**src/effa_pkg.sv**
```systemverilog
// shared types and constants for the extent first-fit allocator
// no dependencies; imported by every module of the block but effa_ram
`default_nettype none

package effa_pkg;

   localparam int START_W = 36;
   localparam int LEN_W   = 37;

   typedef enum logic {
      CMD_ALLOC = 1'b0,
      CMD_FREE  = 1'b1
   } cmd_type;

   typedef enum logic [1:0] {
      ST_DONE    = 2'd0,
      ST_IGNORED = 2'd1,
      ST_NOSPACE = 2'd2,
      ST_FULL    = 2'd3
   } status_type;

   typedef enum logic {
      ALU_ADD = 1'b0,
      ALU_SUB = 1'b1
   } alu_op_type;

   typedef struct packed {
      alu_op_type         op;
      logic [LEN_W-1:0]   a;
      logic [LEN_W-1:0]   b;
   } alu_req_type;

   typedef struct packed {
      logic [START_W-1:0] start;
      logic [LEN_W-1:0]   len;
   } entry_type;

   typedef enum logic [4:0] {
      S_INIT,
      S_IDLE,
      S_A_RD,
      S_A_CHK,
      S_A_CUT,
      S_RM_RD,
      S_RM_WR,
      S_F_RD,
      S_F_CHK,
      S_F_LEFT,
      S_F_LMRG,
      S_F_LCHK,
      S_F_LADD,
      S_F_RIGHT,
      S_F_RMRG,
      S_SH_RD,
      S_SH_WR,
      S_RESP
   } state_type;

endpackage

`default_nettype wire

```
**src/effa_alu.sv**
```systemverilog
// shared 37-bit add/subtract unit used by the check, cut and merge steps of the sequencer
// depends on effa_pkg
`default_nettype none

module effa_alu (
   input  wire effa_pkg::alu_req_type          req,
   output logic [effa_pkg::LEN_W:0]            res
);
   import effa_pkg::*;

   always_comb begin
      unique case (req.op)
         ALU_ADD: res = {1'b0, req.a} + {1'b0, req.b};
         ALU_SUB: res = {1'b0, req.a} - {1'b0, req.b};
         default: res = '0;
      endcase
   end

endmodule

`default_nettype wire

```
**config.mk**
```make
export PLATFORM = sky130hd
export DESIGN_NAME = effa_alu
export DESIGN_NICKNAME = d
export VERILOG_FILES = /design/src/effa_pkg.sv /design/src/effa_alu.sv
export SDC_FILE = /design/constraint.sdc
export NUM_CORES = 1
export LEC_CHECK = 0
export ABC_CLOCK_PERIOD_IN_PS = 17300
export BUFFER_PORTS_ARGS = -buffer_cell sky130_fd_sc_hd__buf_2
export CORE_ASPECT_RATIO = 0.9
export CORE_MARGIN = 2
export CORE_UTILIZATION = 56
export DETAILED_ROUTE_END_ITERATION = 6
export PLACE_DENSITY = 0.95
export SYNTH_ARGS = -nofsm -noshare
export SYNTH_HDL_FRONTEND = slang
export SYNTH_SLANG_ARGS = --single-unit
```
**constraint.sdc**
```tcl
create_clock -name vclk -period 17.3
set_clock_uncertainty 0.2 [all_clocks]
set_input_delay 4.325 -clock vclk [all_inputs]
set_output_delay 4.325 -clock vclk [all_outputs]
set_load 0.01 [all_outputs]
```
* After elaboration in Yosys (flattened, before gate mapping)
Index checks and enable logic that the tools add are counted.
Word-level totals: register bits after elaboration 0, bits of input ports 75, output and inout bits 38, word-level logic and storage cells 4
Operators by class: $add $sub $neg 2, multiplexer cells 1, bitwise gates (word level) 1
Operator list (number):
- $pmux 38 s2 | 1
- $add 37x37->38 | 1
- $sub 37x37->38 | 1
- $not 1->1 | 1

* Logic depth before layout (Yosys ltp)
depth after elaboration 2, gate-level depth with buffers 19, mapped depth without buffers 18

* Worst setup path before layout
Ideal clock, no wire load.
kind input -> output, start point input req[5] (netlist bit), end point output res[31] (netlist bit), data arrival time 7.547 ns, data required time 12.775 ns, slack 5.228 ns, cell stages on the path 16, path buffers 0, cell sequence nor3_1 > nand2b_1 > nor4_1 > and2_1 > inv_1 > nor2_1 > a21oi_1 > xnor2_1 > ha_1 > a21oi_1 > o211ai_1 > or3_1 > a311oi_2 > o21ai_1 > mux2i_1 > a211oi_1
On the way: word-level cells in the longest chain between the ends 2, elaborated cells between the ends (all ways) 3, those cells by class add/sub (2); mux (1)
Ends and longest elaborated chain:
- start, declared | RTL line effa_alu.sv:6 | input wire effa_pkg::alu_req_type req,
- $sub 37x37->38 or $add 37x37->38 (tied branches) | RTL line effa_alu.sv:14, effa_alu.sv:13
- $pmux 38 s2 (*) | RTL line effa_alu.sv:12 | unique case (req.op)
- end, declared | RTL line effa_alu.sv:7 | output logic [effa_pkg::LEN_W:0] res
Mark *: on every way between the ends. The rest lies on a longest branch, timed or not.

* Final worst setup path
start point input req[4] (netlist bit), end point output res[31] (netlist bit)
The elaborated chain is that of the path after synthesis.

==> flow_summary.toml <==
[outcome]
outcome = "completed"

[layout]
utilization_pct = 70.3
post_route_cells_drive_above_1_share_pct = 22.9
nFlopsAndLatches = 0
sequential_cell_area_sq_um = 0
nets = 641
num_antenna_cells = 0
synthToLayoutAreaGrowth_pct = 20.8
layout.cells.non_filler = 590
mostFrequentLayoutCell = "sky130_fd_sc_hd__buf_2"
final_area_sq_um = 3400
nFillCells = 434
nClkBuffers = 0
layout.cells.most_common_list = "sky130_fd_sc_hd__buf_2 (113), sky130_fd_sc_hd__a21oi_1 (59), sky130_fd_sc_hd__xnor2_1 (55), sky130_fd_sc_hd__nor2_1 (48), sky130_fd_sc_hd__ha_1 (38)"

[yosys]
post_synth_fa_ha_maj_area_fraction_pct = 17.6
yosysSeqAreaShare_pct = 0
ys.warnings.count = 0
synthMuxAreaShare_pct = 1.07
post_synth_and_or_nand_nor_area_fraction_pct = 26.2
synth_area_per_cell_sq_um = 6.59
synth.area.top_cells = "sky130_fd_sc_hd__xnor2_1 (17%), sky130_fd_sc_hd__ha_1 (17%), sky130_fd_sc_hd__a21oi_1 (10%)"
post_synthesis_cell_type_with_the_largest_combined_area = "sky130_fd_sc_hd__xnor2_1"
synth-xor-area-share_pct = 21.2
netlist_area_sq_um = 2820
largest_family_of_logic_cells_by_synthesized_area = "compound AO/OA/AOI/OAI gates"
synth-compound-area-share_pct = 29.0
post_synth_inst_count = 427
ys_types = 48
synth_fp_nets = 541
netlist.area_leader.share_pct = 17.1

[placement]
hpwl_mm = 7.25
io_buffer_count = 113
detailed_place.area_sq_um = 3400
place_worst_setup_slack_ns = 4.47
placed_cells_incl_taps = 590
finalWeightedCongestion = 0.995

[global_routing]
grt.overflow.total = 0
global_route_wire_length_before_repair_mm = 14.2
grt_max_degree = 38
grt_antenna_before_repair = 0
first_global_vias = 3312
all_layer_gr_usage_pct = 29.7

[sta]
setup_viol_count_final = 0
fin_crit_sh_pct = 75.4
report.final.slew_viol_count = 0
timing.max_slew.rel_slack_pct = 57.8
max_slew.worst_pin.slew_ns = 0.633
layout_setup_ws_ns = 4.26
hold_viol_final = 0
finalWorstPathRequiredPeriod_ns = 13.04
final.setup.tns_ns = 0
max_freq_ghz = 0.0767
rsz0062_at_grt = "no"

[detailed_routing]
post_detailed_route_count_of_antenna_violating_nets = 0
drt_pre_antenna_iters = 7
avgViaCountPerCell = 6.08
avgRoutedWirePerCell_um = 14.4
vias = 3585
drtIter0Drc = 309
finalWirelength_mm = 8.50
drc_errors = 0

[setup_path]
timing_worst_setup_path_type = "input port to primary output"
worst_setup_path_start_kind = "input port"
timing.critical_path.to_type = "primary output"
critical_path_arrival_ns = 8.52
critPathCapture = "res[31]"
required_ns = 12.77
startpoint = "req[4]"
crit_fanout = 6

[die]
die-width_um = 78.7
die-height_um = 71.3
pin_count = 113
core_area_sq_um = 4830
design.die.area_sq_um = 5610
start_util_pct = 58.2
placement_rows = 24

[pwr]
power_frac_comb_pct = 100.0
peakVddDrop_v = 0.0000307
total_power_density_per_cell_area_nw_per_um2 = 56.7
clkPwrFrac_pct = 0
internal_power_uw = 83.8
sequentialPowerShare_pct = 0
power_switching_uw = 109
total_leakage_power_uw = 0.00164
power.switching_fraction_pct = 56.6

[min_path]
hold_path_class = "input port to primary output"

[cts]
cts_hold_buffers = 0
ctsResizeCount = 0
post-cts-setup-buffer-count = 0

[run]
cap_viol_max_count = 0
logic make-up (layout without fill, tap and decap cells):
| logic type | after synthesis | count (layout) |
|---|---|---|
| compound gates | 131 | 131 |
| xor+xnor | 68 | 68 |
| fa+ha+maj | 39 | 39 |
| buf+inv | 36 | 134 |
| mux | 3 | 3 |
| simple gates | 150 | 150 |
cell type report:
type | instances | area, sq um | area share, %
Inverter | 21 | 78.8 | 2.32
Tap cell | 65 | 81.3 | 2.39
Multi-Input combinational cell | 391 | 2680 | 78.7
Timing Repair Buffer | 113 | 566 | 16.6
power by group through the flow:
stage	clock [uW]	sequential [uW]	combinational (uW)
after floorplan	0	0	130
after global placement	0	0	186
after detailed placement	0	0	190
after CTS	0	0	191
after global routing	0	0	211
final	0	0	193
synthesized netlist by cell type, types with 2 or more instances:
master                     instances
sky130_fd_sc_hd__xnor2_1          55
sky130_fd_sc_hd__and3_1            4
sky130_fd_sc_hd__nor3_1           21
sky130_fd_sc_hd__nor4_1            6
sky130_fd_sc_hd__nand2_1          32
sky130_fd_sc_hd__and2_1            2
sky130_fd_sc_hd__o211ai_1          5
sky130_fd_sc_hd__ha_1             38
sky130_fd_sc_hd__a21oi_1          59
sky130_fd_sc_hd__o21a_1            4
sky130_fd_sc_hd__buf_2             4
sky130_fd_sc_hd__a211oi_1          2
sky130_fd_sc_hd__nand3_1          10
sky130_fd_sc_hd__clkbuf_1          8
sky130_fd_sc_hd__nor2b_1           7
sky130_fd_sc_hd__nand2b_1          6
sky130_fd_sc_hd__o21ai_0          11
sky130_fd_sc_hd__o21ai_1          10
sky130_fd_sc_hd__mux2i_1           3
sky130_fd_sc_hd__buf_1             3
sky130_fd_sc_hd__inv_1            21
sky130_fd_sc_hd__xor2_1           13
sky130_fd_sc_hd__a21o_1           17
sky130_fd_sc_hd__nor2_1           48
sky130_fd_sc_hd__a31oi_1           5
sky130_fd_sc_hd__o21bai_1          5
sky130_fd_sc_hd__nand4_1           7
routing by layer:
| layer | GRT usage [%] | share of wire (%) |
|---|---|---|
| met1 | 38.9 | 41 |
| met4 | 7.80 | 2.7 |
| met2 | 52.6 | 47 |
| met5 | 0 | 0 |
| met3 | 2.64 | 8.5 |
through the flow:
step                      hold WS, ns  total power, uW
after floorplan                  8.61              130
after global placement           8.83              186
after detailed placement         8.84              190
after CTS                        8.84              191
after global routing             8.87              211
final                            8.84              193
how the worst min path moves through the flow:
stage | endpoint | start | cells past startpoint
after floorplan | res[0] | req[0] | 2
after global placement | res[0] | req[0] | 4
after detailed placement | res[0] | req[0] | 4
after CTS | res[0] | req[0] | 4
after global routing | res[0] | req[0] | 4
final | res[0] | req[0] | 4
worst max-delay path, cell delays in order:
cell                       delay, ns
sky130_fd_sc_hd__buf_2          0.12
sky130_fd_sc_hd__nor3_1         0.28
sky130_fd_sc_hd__nand2b_1       0.18
sky130_fd_sc_hd__nor4_1         0.31
sky130_fd_sc_hd__and2_1         0.28
sky130_fd_sc_hd__inv_1          0.06
sky130_fd_sc_hd__nor2_1         0.23
sky130_fd_sc_hd__a21oi_1        0.12
sky130_fd_sc_hd__xnor2_1        0.16
sky130_fd_sc_hd__ha_1           0.36
sky130_fd_sc_hd__a21oi_1        0.32
sky130_fd_sc_hd__o211ai_1       0.14
sky130_fd_sc_hd__or3_1          0.35
sky130_fd_sc_hd__a311oi_2       0.46
sky130_fd_sc_hd__o21ai_1        0.20
sky130_fd_sc_hd__mux2i_1        0.16
sky130_fd_sc_hd__a211oi_1       0.26
sky130_fd_sc_hd__buf_2          0.18
Power figures use the tool's default switching activity.
