$ cat src/effa_ram.sv
// generic single-port-write, single-port-read ram with registered read
// no dependencies
`default_nettype none

module effa_ram #(
   parameter int WIDTH = 8,
   parameter int DEPTH = 16
) (
   input  wire logic                     clock,
   input  wire logic                     wr_en,
   input  wire logic [$clog2(DEPTH)-1:0] wr_addr,
   input  wire logic [WIDTH-1:0]         wr_data,
   input  wire logic [$clog2(DEPTH)-1:0] rd_addr,
   output logic      [WIDTH-1:0]         rd_data
);

   logic [WIDTH-1:0] mem_ff [DEPTH];

   always_ff @(posedge clock) begin
      if (wr_en) begin
         mem_ff[wr_addr] <= wr_data;
      end
      rd_data <= mem_ff[rd_addr];
   end

endmodule

`default_nettype wire

$ cat config.mk
export PLATFORM = sky130hd
export DESIGN_NAME = effa_ram
export DESIGN_NICKNAME = d
export VERILOG_FILES = /design/src/effa_ram.sv
export SDC_FILE = /design/constraint.sdc
export NUM_CORES = 1
export LEC_CHECK = 0
export BUFFER_PORTS_ARGS = -buffer_cell sky130_fd_sc_hd__clkbuf_2
export CAP_MARGIN = 30
export CORE_MARGIN = 8
export CORE_UTILIZATION = 60
export CTS_CLUSTER_SIZE = 25
export DETAILED_ROUTE_END_ITERATION = 8
export HOLD_SLACK_MARGIN = 0.15
export PLACE_DENSITY_LB_ADDON = 0.2
export SLEW_MARGIN = 40
export SYNTH_ARGS = -nofsm -noshare
export SYNTH_HDL_FRONTEND = slang
export SYNTH_SLANG_ARGS = --single-unit
$ cat constraint.sdc
create_clock -name clock -period 2.3 [get_ports clock]
set_clock_uncertainty 0.1 [all_clocks]
set_input_delay 0.575 -clock clock [delete_from_list [all_inputs] [get_ports clock]]
set_output_delay 0.575 -clock clock [all_outputs]
set_load 0.02 [all_outputs]
# Word level (Yosys, flattened, before mapping)
# Memory sizes are Yosys's and may differ from the RTL's. A register that Yosys moved wholly into a read port is not among the register bits.
# Index checks and enable logic that the tools add are counted.
classes:
  n_div: 0
  shift: 0
  n_reduce_logical: 0
  mux: 2
  n_eq_ne: 0
  order_cmp: 0
  n_mul: 0
  n_bitwise: 0
  addsub: 0
op_table:
  columns: ["op", "count"]
  rows:
  - ["$mux W1", 2]
word_totals:
  register_bits: 0
  latchBits: 0
  wordCells: 3
  output_inout_bits: 8
  romBits: 0
  mem_bits_rw: 128
  memories: 1
memory_table:
  columns: ["memory", "depth", "width", "read_ports", "rd_ports_with_merged_regs", "write_ports", "line", "text"]
  rows:
  - ["mem_ff", 16, 8, 1, 1, 1, "17", "logic [WIDTH-1:0] mem_ff [DEPTH];"]

# Logic depth before layout (Yosys ltp)
# Gate-level depths: netlist of the first run.
logic_depth:
  word_depth: 2
  depth_mapped: 5

# Worst setup path after synthesis of the first run
# Ideal clock, no wire load.
synth_path:
  path_kind: "input-to-reg"
  from: "input port wr_addr[2]"
  to: "memory mem_ff[0][0], enable pin"
  arrival_time_ps: 1685
  stages: 2
  setup_slack_ps: 132
  path_cell_list: "or3b_2 > nor3_1"
synth_lines:
  columns: ["item", "line", "text"]
  rows:
  - ["from (decl)", "11", "input wire logic [$clog2(DEPTH)-1:0] wr_addr,"]
  - ["to (decl)", "17", null]
# Straight into the memory's write port.

# Worst setup path in the final report of the first run
layout_path:
  from: "register rd_data[4], read port of mem_ff"
  to: "output port rd_data[4]"
layout_lines:
  columns: ["item", "line", "text"]
  rows:
  - ["from (decl)", "14", "output logic [WIDTH-1:0] rd_data"]
# No word-level cell between the ends.

==> impl_metrics.yaml, run 1 <==
run_status:
  status: "finished, final reports clean"
routing:
  wl_um: 9600
  drt-vias-per-instance: 5.98
  num_vias: 2422
  dr.pass1.iters: 4
  drc_errors: 0
  ant_nets: 0
  first_iter_violations: 120
  wl_per_cell_um: 23.7
critical_path:
  slowest_delay_ps: 350
  criticalPathCategory: "flop to output port"
  worst-path-stages: 1
  worstSetupEndpointType: "output port"
  cpMaxStageDelayCell: "dfxtp_1"
  cp_cell_sequence: "clkbuf_2"
  r2r_cells: 3
  reg2reg_from: "mem_ff[1][2]"
  startpoint_type: "flop"
  cp_num_buf_inv: 1
  worstPathArrival_ps: 1050
  crit_start: "rd_data[4]"
  crit_fanout: 1
  cp.required_ps: 1620
  path_delay_family: "flip-flops"
synth:
  yosysWarnings: 0
  synth_most_common_cell: "edfxtp_1"
  ys_seq_area_frac: 0.778
  synth_flop_cell: "edfxtp_1"
  synth_top_cells_by_area: "edfxtp_1 (75%), mux4_2 (7.9%), mux4_1 (7.1%)"
  synth_seq_cells: 136
  yosysTopAreaCellShare: 0.747
  synth_cells: 229
  yosys.area.top_type: "edfxtp_1"
  synth-async-reset-ratio: 0
  synth_common_cells: "edfxtp_1 (128), mux4_2 (18), a22oi_1 (16)"
  syn_area_per_cell_sq_um: 22.5
  synth_cell_types: 19
  syn_nets: 247
  synth_edf_count: 128
  syn_area_sq_um: 5150
grt:
  track_usage: 0.181
  overflow: 0
  grt_max_degree: 20
  grt_pass1_wl_um: 15100
  grt_pass1_vias: 2628
  antenna_found_initial: 0
worst_hold_path:
  hp-class: "input port to flop"
  hp-start: "wr_data[5]"
  hold_depth: 1
clocking:
  clk_latency_ps: 510
  postCtsSetupBuffers: 0
  htreeDepth: 4
  cts_root_buf: "clkbuf_8"
  cts_tree: "done"
  cts_hold_buf: 0
  numCtsBuffers: 17
  ctsResizeCount: 0
  clock_sinks: 136
  clk_pin_slew_worst_paths_ps: 60
  clock_path_buffers: 2
pwr:
  cellLeakagePower_nw: 2.11
  p_sw_frac: 0.197
  power_w: 0.00569
  p_int_w: 0.00457
  p_per_area_nw_per_um2: 931
  comb_power_share: 0.048
  ir_worst_vdd_v: 0.000833
  pwr-share-seq: 0.490
  power_switching_w: 0.00112
  clockPowerShare: 0.462
finish:
  fin_nets: 305
  n_antenna_cell: 0
  drive_above_1_share: 0.323
  syn_to_final_growth_pct: 18.7
  n_fill_cell: 475
timing:
  fin_setup_tns_ps: 0
  min_period_over_period: 0.750
  worst_slack_ps: 575
  finalSetupViolations: 0
  finalHoldViolCount: 0
  tightestPinTransition_ps: 397
  rsz0062_at_grt: "false"
  fmax_mhz: 580
  post-route-min-period_ps: 1730
  max_slew_margin: 0.735
  drv_slew: 0
die:
  core_sq_um: 8260
  ioPinCount: 26
  fp-row-count: 33
  die_w_um: 109
  die-height_um: 109
  die_area_sq_um: 11800
  start_util: 0.623
placed_design:
  port_buffers: 25
  gp_congestion: 0.744
  hpwl_um: 6140
  dp_slack_ps: 149
flow_run:
  cap_violations: 0
## cells by family (layout without fill, tap and decap cells)
group	after synthesis	in the layout	share of synthesized area
mux	32	32	0.150
buf+inv	10	81	0.0168
simple gates	35	35	0.0318
flops	136	136	0.778
compound gates	16	16	0.0233
## through the flow
step	cell area, sq um	utilization	cells	hold WS, ps
finish	6110	0.740	405	399
detailed placement	5520	0.669	373	570
global route	6110	0.740	405	399
CTS	6110	0.740	405	374
global placement	5520	0.669	373	552
floorplan	5150	-	229	529
## per-layer routing
layer  up-vias  track usage  routed length (um)  part of all wire
met3        13       0.0448                 545             0.057
met4         0       0.0792                 143             0.015
met2        80        0.287                4930              0.51
li1       1088            -                   -                 -
met1      1241        0.235                3980              0.41
met5         -            0                   0                 0
## flip-flops by register name (all words and copies together) (netlist names)
name,count
rd_data,8
mem_ff,128
## layout make-up
type,count,area [sq um],share of cell area
Clock buffer,21,439,0.0719
Clock inverter,11,149,0.0244
Multi-Input combinational cell,83,1060,0.173
Sequential cell,136,4000,0.655
Tap cell,105,131,0.0215
Timing Repair Buffer,49,330,0.0541
## placed cells by master, fill, tap and decap left out, types with 8 or more instances in the layout
master / n
edfxtp_1: 128
buf_4: 22
clkbuf_2: 25
dfxtp_1: 8
nor2_1: 13
mux4_1: 14
a22oi_1: 16
nand2_1: 9
clkbuf_16: 16
mux4_2: 18
## power groups by stage
stage                     combinational, W  clock (W)  sequential (W)
final                             0.000276    0.00263         0.00279
after floorplan                   0.000141          0         0.00285
after global routing              0.000299    0.00279         0.00279
after global placement            0.000270          0         0.00284
after CTS                         0.000280    0.00266         0.00279
after detailed placement          0.000277          0         0.00284
## path summary, 6_finish.rpt
kind              slack [ps]            to
setup / recovery         570    rd_data[4]
hold / removal           400  mem_ff[5][5]
setup reg to reg         780    rd_data[2]
hold reg to reg          570    rd_data[0]
No activity file was read; power rests on OpenSTA's default activity.
==> run 2: changes to the inputs <==
--- a/config.mk
+++ b/config.mk
@@ -5,6 +5,7 @@
 export SDC_FILE = /design/constraint.sdc
 export NUM_CORES = 1
 export LEC_CHECK = 0
+export ABC_AREA = 1
 export BUFFER_PORTS_ARGS = -buffer_cell sky130_fd_sc_hd__clkbuf_2
 export CAP_MARGIN = 30
 export CORE_MARGIN = 8
==> constraint.sdc (replaced) <==
create_clock -name clock -period 1.7 [get_ports clock]
set_clock_uncertainty 0.1 [all_clocks]
set_input_delay 0.425 -clock clock [delete_from_list [all_inputs] [get_ports clock]]
set_output_delay 0.425 -clock clock [all_outputs]
set_load 0.02 [all_outputs]
==> impl_metrics.yaml, run 2 <==
finish:
  top_regs: "mem_ff (128), rd_data (8)"
  fin_nets: 613
  final_common_cell: "nand2_1"
  regMostFlops: "mem_ff"
  layout.cells.non_filler: 737
  n_antenna_cell: 0
  most-common-layout-cells: "nand2_1 (173), edfxtp_1 (128), inv_1 (100), nand3_1 (97), clkbuf_2 (25)"
  syn_to_final_growth_pct: 17.6
  largest_reg_flops: 128
  drive_above_1_share: 0.133
critical_path:
  cp_cell_sequence: "clkbuf_2"
  startpoint_type: "flop"
  slowest_delay_ps: 320
  cp.required_ps: 1170
  cp_num_buf_inv: 1
  crit_fanout: 1
  worstPathArrival_ps: 1000
  worstSetupEndpointType: "output port"
  path_delay_family: "flip-flops"
  r2r_slack_ps: 570
  cpMaxStageDelayCell: "dfxtp_1"
  criticalPathCategory: "flop to output port"
timing:
  finalHoldViolCount: 0
  min_period_over_period: 0.898
  fin_setup_tns_ps: 0
  finalSetupViolations: 0
  rsz0062_at_grt: "false"
  fmax_mhz: 655
  max_slew_margin: 0.701
  post-route-min-period_ps: 1530
  drv_slew: 0
  tightestPinTransition_ps: 448
placed_design:
  placedCellCount: 705
  hpwl_um: 7720
  port_buffers: 25
  gp_congestion: 0.904
synth:
  synth_most_common_cell: "nand2_1"
  synth_cell_types: 12
  syn_area_sq_um: 5770
  synth_compound_gate_area_share: 0
  yosys.area.top_type: "edfxtp_1"
  synth_common_cells: "nand2_1 (173), edfxtp_1 (128), inv_1 (100)"
  synth_cells: 551
  synth-xor-area-share: 0
  synth.mux.area_fraction: 0
  synth-simple-area-share: 0.210
  syn_nets: 569
  synth_adder_area_share: 0
  syn_area_per_cell_sq_um: 10.5
  synth_top_cells_by_area: "edfxtp_1 (67%), nand2_1 (11%), nand3_1 (8.4%)"
  synth_seq_cells: 136
  synth_edf_count: 128
  synth_top_family_by_area: "simple AND/OR/NAND/NOR gates"
  synth-async-reset-ratio: 0
  yosysWarnings: 0
  synth_flop_cell: "edfxtp_1"
  ys_seq_area_frac: 0.694
  yosysTopAreaCellShare: 0.667
die:
  die-height_um: 114
  die_area_sq_um: 13000
  ioPinCount: 26
  fp-row-count: 35
  core_sq_um: 9280
  start_util: 0.621
  die_w_um: 114
pwr:
  cellLeakagePower_nw: 2.98
  p_per_area_nw_per_um2: 1230
  ir_worst_vdd_v: 0.000713
worst_hold_path:
  hp-class: "input port to flop"
routing:
  wl_um: 12900
  ant_nets: 0
  drc_errors: 0
  wl_met2_um: 6490
  topRoutingLayerUsed: "met4"
  wl_per_cell_um: 17.5
  wl_met1_um: 5170
  first_iter_violations: 455
  num_vias: 3945
  drt-vias-per-instance: 5.35
  wl_met3_um: 1060
  dr.pass1.iters: 5
clocking:
  postCtsSetupBuffers: 0
  cts_root_buf: "clkbuf_8"
  clk_pin_slew_worst_paths_ps: 60
  numCtsBuffers: 17
  clock_sinks: 136
  clk_latency_ps: 500
  clock_path_buffers: 2
  cts_tree: "done"
  htreeDepth: 4
  ctsResizeCount: 0
  cts_hold_buf: 0
grt:
  grt_pass1_vias: 4003
  antenna_found_initial: 0
  overflow: 0
  grt_max_degree: 65
  grt_pass1_wl_um: 20400
  track_usage: 0.210
run_status:
  status: "finished, final reports clean"
flow_run:
  cap_violations: 0
run 2: cells by family after synthesis:
| kind of cell | after synthesis |
|---|---|
| buffers and inverters | 126 |
| flip-flops | 136 |
| AND/OR/NAND/NOR | 289 |
run 2: worst reg2reg max path, stage by stage (launching register included):
cell and delay, ps:
edfxtp_1 370, inv_1 70, nand2_1 50, nand3_1 80
nand3_1 110, nand3_1 180, nand2_1 80
run 2: final cells by class:
cell class / count / area [sq um]
Inverter: 102 / 383
Multi-Input combinational cell: 289 / 1210
Timing Repair Buffer: 49 / 355
Fill cell: 649 / 2500
Sequential cell: 136 / 4000
Clock inverter: 11 / 218
Clock buffer: 21 / 449
Tap cell: 129 / 161
run 2: per-stage QoR:
stage | hold WS (ps) | util | instance area [sq um] | worst slack (ps) | total power (W)
6_report | 214 | 0.731 | 6780 | 174 | 0.00835
3_3_place_gp | 549 | 0.659 | 6120 | 130 | 0.00432
3_5_place_dp | 549 | 0.659 | 6120 | 122 | 0.00433
4_1_cts | 190 | 0.731 | 6780 | 135 | 0.00838
2_1_floorplan | 424 | - | 5770 | 224 | 0.00413
5_1_grt | 212 | 0.731 | 6780 | 119 | 0.00856
run 2: path summary, 6_finish.rpt:
| path | startpoint | end | cells past startpoint |
|---|---|---|---|
| max | rd_data[1] | rd_data[1] | 1 |
| min reg2reg | mem_ff[11][7] | rd_data[7] | 6 |
| min | rd_addr[3] | rd_data[4] | 3 |
| max reg2reg | mem_ff[5][4] | rd_data[4] | 6 |
run 2: metal layers:
layer  up-vias  track usage
met5         -            0
met4         0       0.0790
met3        22       0.0470
met2       193        0.350
met1      1870        0.262
li1       1860            -
run 2: where the power goes:
part	internal, W	switching, W	leakage [nW]
clock network	0.00276	0.00132	0.319
registers	0.00375	0.0000218	1.22
logic	0.000147	0.000349	1.44
==> run 3: changes to the inputs <==
--- a/config.mk
+++ b/config.mk
@@ -14,6 +14,7 @@
 export DETAILED_ROUTE_END_ITERATION = 8
 export HOLD_SLACK_MARGIN = 0.15
 export PLACE_DENSITY_LB_ADDON = 0.2
+export RECOVER_POWER = 25
 export SLEW_MARGIN = 40
 export SYNTH_ARGS = -nofsm -noshare
 export SYNTH_HDL_FRONTEND = slang
==> impl_metrics.yaml, run 3 (synthesized netlist as in run 2, its figures left out) <==
die:
  ioPinCount: 26
  start_util: 0.621
  die_w_um: 114
  die_area_sq_um: 13000
  core_sq_um: 9280
  die-height_um: 114
  fp-row-count: 35
grt:
  track_usage: 0.210
  antenna_found_initial: 0
  overflow: 0
  grt_max_degree: 65
  grt_pass1_vias: 4003
  grt_pass1_wl_um: 20400
critical_path:
  worstPathArrival_ps: 1000
  cpMaxStageDelayCell: "dfxtp_1"
  slowest_delay_ps: 320
  cp.required_ps: 1170
  startpoint_type: "flop"
  cp_num_buf_inv: 1
  worst-path-stages: 1
  path_delay_family: "flip-flops"
  worstSetupEndpointType: "output port"
  crit_fanout: 1
  r2r_slack_ps: 570
  cp_cell_sequence: "clkbuf_2"
  criticalPathCategory: "flop to output port"
  r2r_cells: 6
pwr:
  p_int_w: 0.00666
  clockPowerShare: 0.489
  cellLeakagePower_nw: 2.97
  p_sw_frac: 0.202
  pwr-share-seq: 0.452
  p_per_area_nw_per_um2: 1230
  ir_worst_vdd_v: 0.000713
  comb_power_share: 0.059
  power_switching_w: 0.00169
  power_w: 0.00834
finish:
  n_fill_cell: 651
  final_common_cell: "nand2_1"
  fin_nets: 613
  syn_to_final_growth_pct: 17.5
  drive_above_1_share: 0.125
  most-common-layout-cells: "nand2_1 (173), edfxtp_1 (128), inv_1 (100), nand3_1 (97)"
  largest_reg_flops: 128
  final_util: 0.730
  n_antenna_cell: 0
  top_regs: "mem_ff (128), rd_data (8)"
  regMostFlops: "mem_ff"
clocking:
  cts_tree: "done"
  cts_root_buf: "clkbuf_8"
  postCtsSetupBuffers: 0
  htreeDepth: 4
  numCtsBuffers: 17
  clock_path_buffers: 2
  ctsResizeCount: 0
  clk_latency_ps: 500
  clk_pin_slew_worst_paths_ps: 60
  clock_sinks: 136
  cts_hold_buf: 0
routing:
  drc_errors: 0
  wl_per_cell_um: 17.6
  first_iter_violations: 454
  drt-vias-per-instance: 5.36
  ant_nets: 0
  num_vias: 3951
  dr.pass1.iters: 7
  wl_um: 13000
worst_hold_path:
  hold_depth: 3
  hp-class: "input port to flop"
placed_design:
  gp_congestion: 0.904
  dp_slack_ps: 122
  port_buffers: 25
  hpwl_um: 7720
timing:
  min_period_over_period: 0.898
  fmax_mhz: 655
  tightestPinTransition_ps: 879
  worst_slack_ps: 174
  post-route-min-period_ps: 1530
  rsz0062_at_grt: "false"
  drv_slew: 0
  fin_setup_tns_ps: 0
  finalSetupViolations: 0
  max_slew_margin: 0.414
  finalHoldViolCount: 0
run_status:
  status: "finished, final reports clean"
flow_run:
  cap_violations: 0
==> run 3: cell types whose count changed in the layout (fill, tap and decap cells not counted) <==
cell | previous run | this run
clkbuf_1 | 2 | 7
clkbuf_2 | 25 | 20
==> run 3: routing by layer <==
metal | up-vias | wire (um) | track usage
li1 | 1861 | - | -
met1 | 1896 | 5360 | 0.262
met2 | 172 | 6520 | 0.350
met3 | 22 | 896 | 0.0470
met4 | 0 | 179 | 0.0790
met5 | - | 0 | 0
==> run 3: area by class of cell <==
type	instances	area, sq um	share of cell area
clock buffer	21	449	0.0663
clock inverter	11	218	0.0321
inverter	102	383	0.0565
multi-input combinational	289	1210	0.179
sequential	136	4000	0.591
tap	129	161	0.0238
timing repair buffer	49	349	0.0515
==> run 3: tightest hold or removal path: cells and delay by family <==
family | cells | cell delay (ps)
buffers and inverters | 1 | 180
AND/OR/NAND/NOR | 2 | 170
==> run 3: worst paths after layout <==
path | start | endpoint
hold / removal | rd_addr[3] | rd_data[4]
hold reg to reg | mem_ff[11][7] | rd_data[7]
setup / recovery | rd_data[1] | rd_data[1]
setup reg to reg | mem_ff[7][5] | rd_data[5]
==> run 3: metrics by stage <==
stage          cells  hold WS, ps  cell area, sq um
2_1_floorplan    551          424              5770
3_3_place_gp     705          549              6120
3_5_place_dp     705          549              6120
4_1_cts          737          190              6780
5_1_grt          737          212              6780
6_report         737          216              6780
==> run 3: power by group through the flow <==
stage | Clock [W] | Sequential [W] | Combinational [W]
floorplan | 0 | 0.00386 | 0.000264
global placement | 0 | 0.00384 | 0.000478
detailed placement | 0 | 0.00384 | 0.000490
CTS | 0.00411 | 0.00377 | 0.000497
global route | 0.00424 | 0.00378 | 0.000543
finish | 0.00408 | 0.00377 | 0.000496
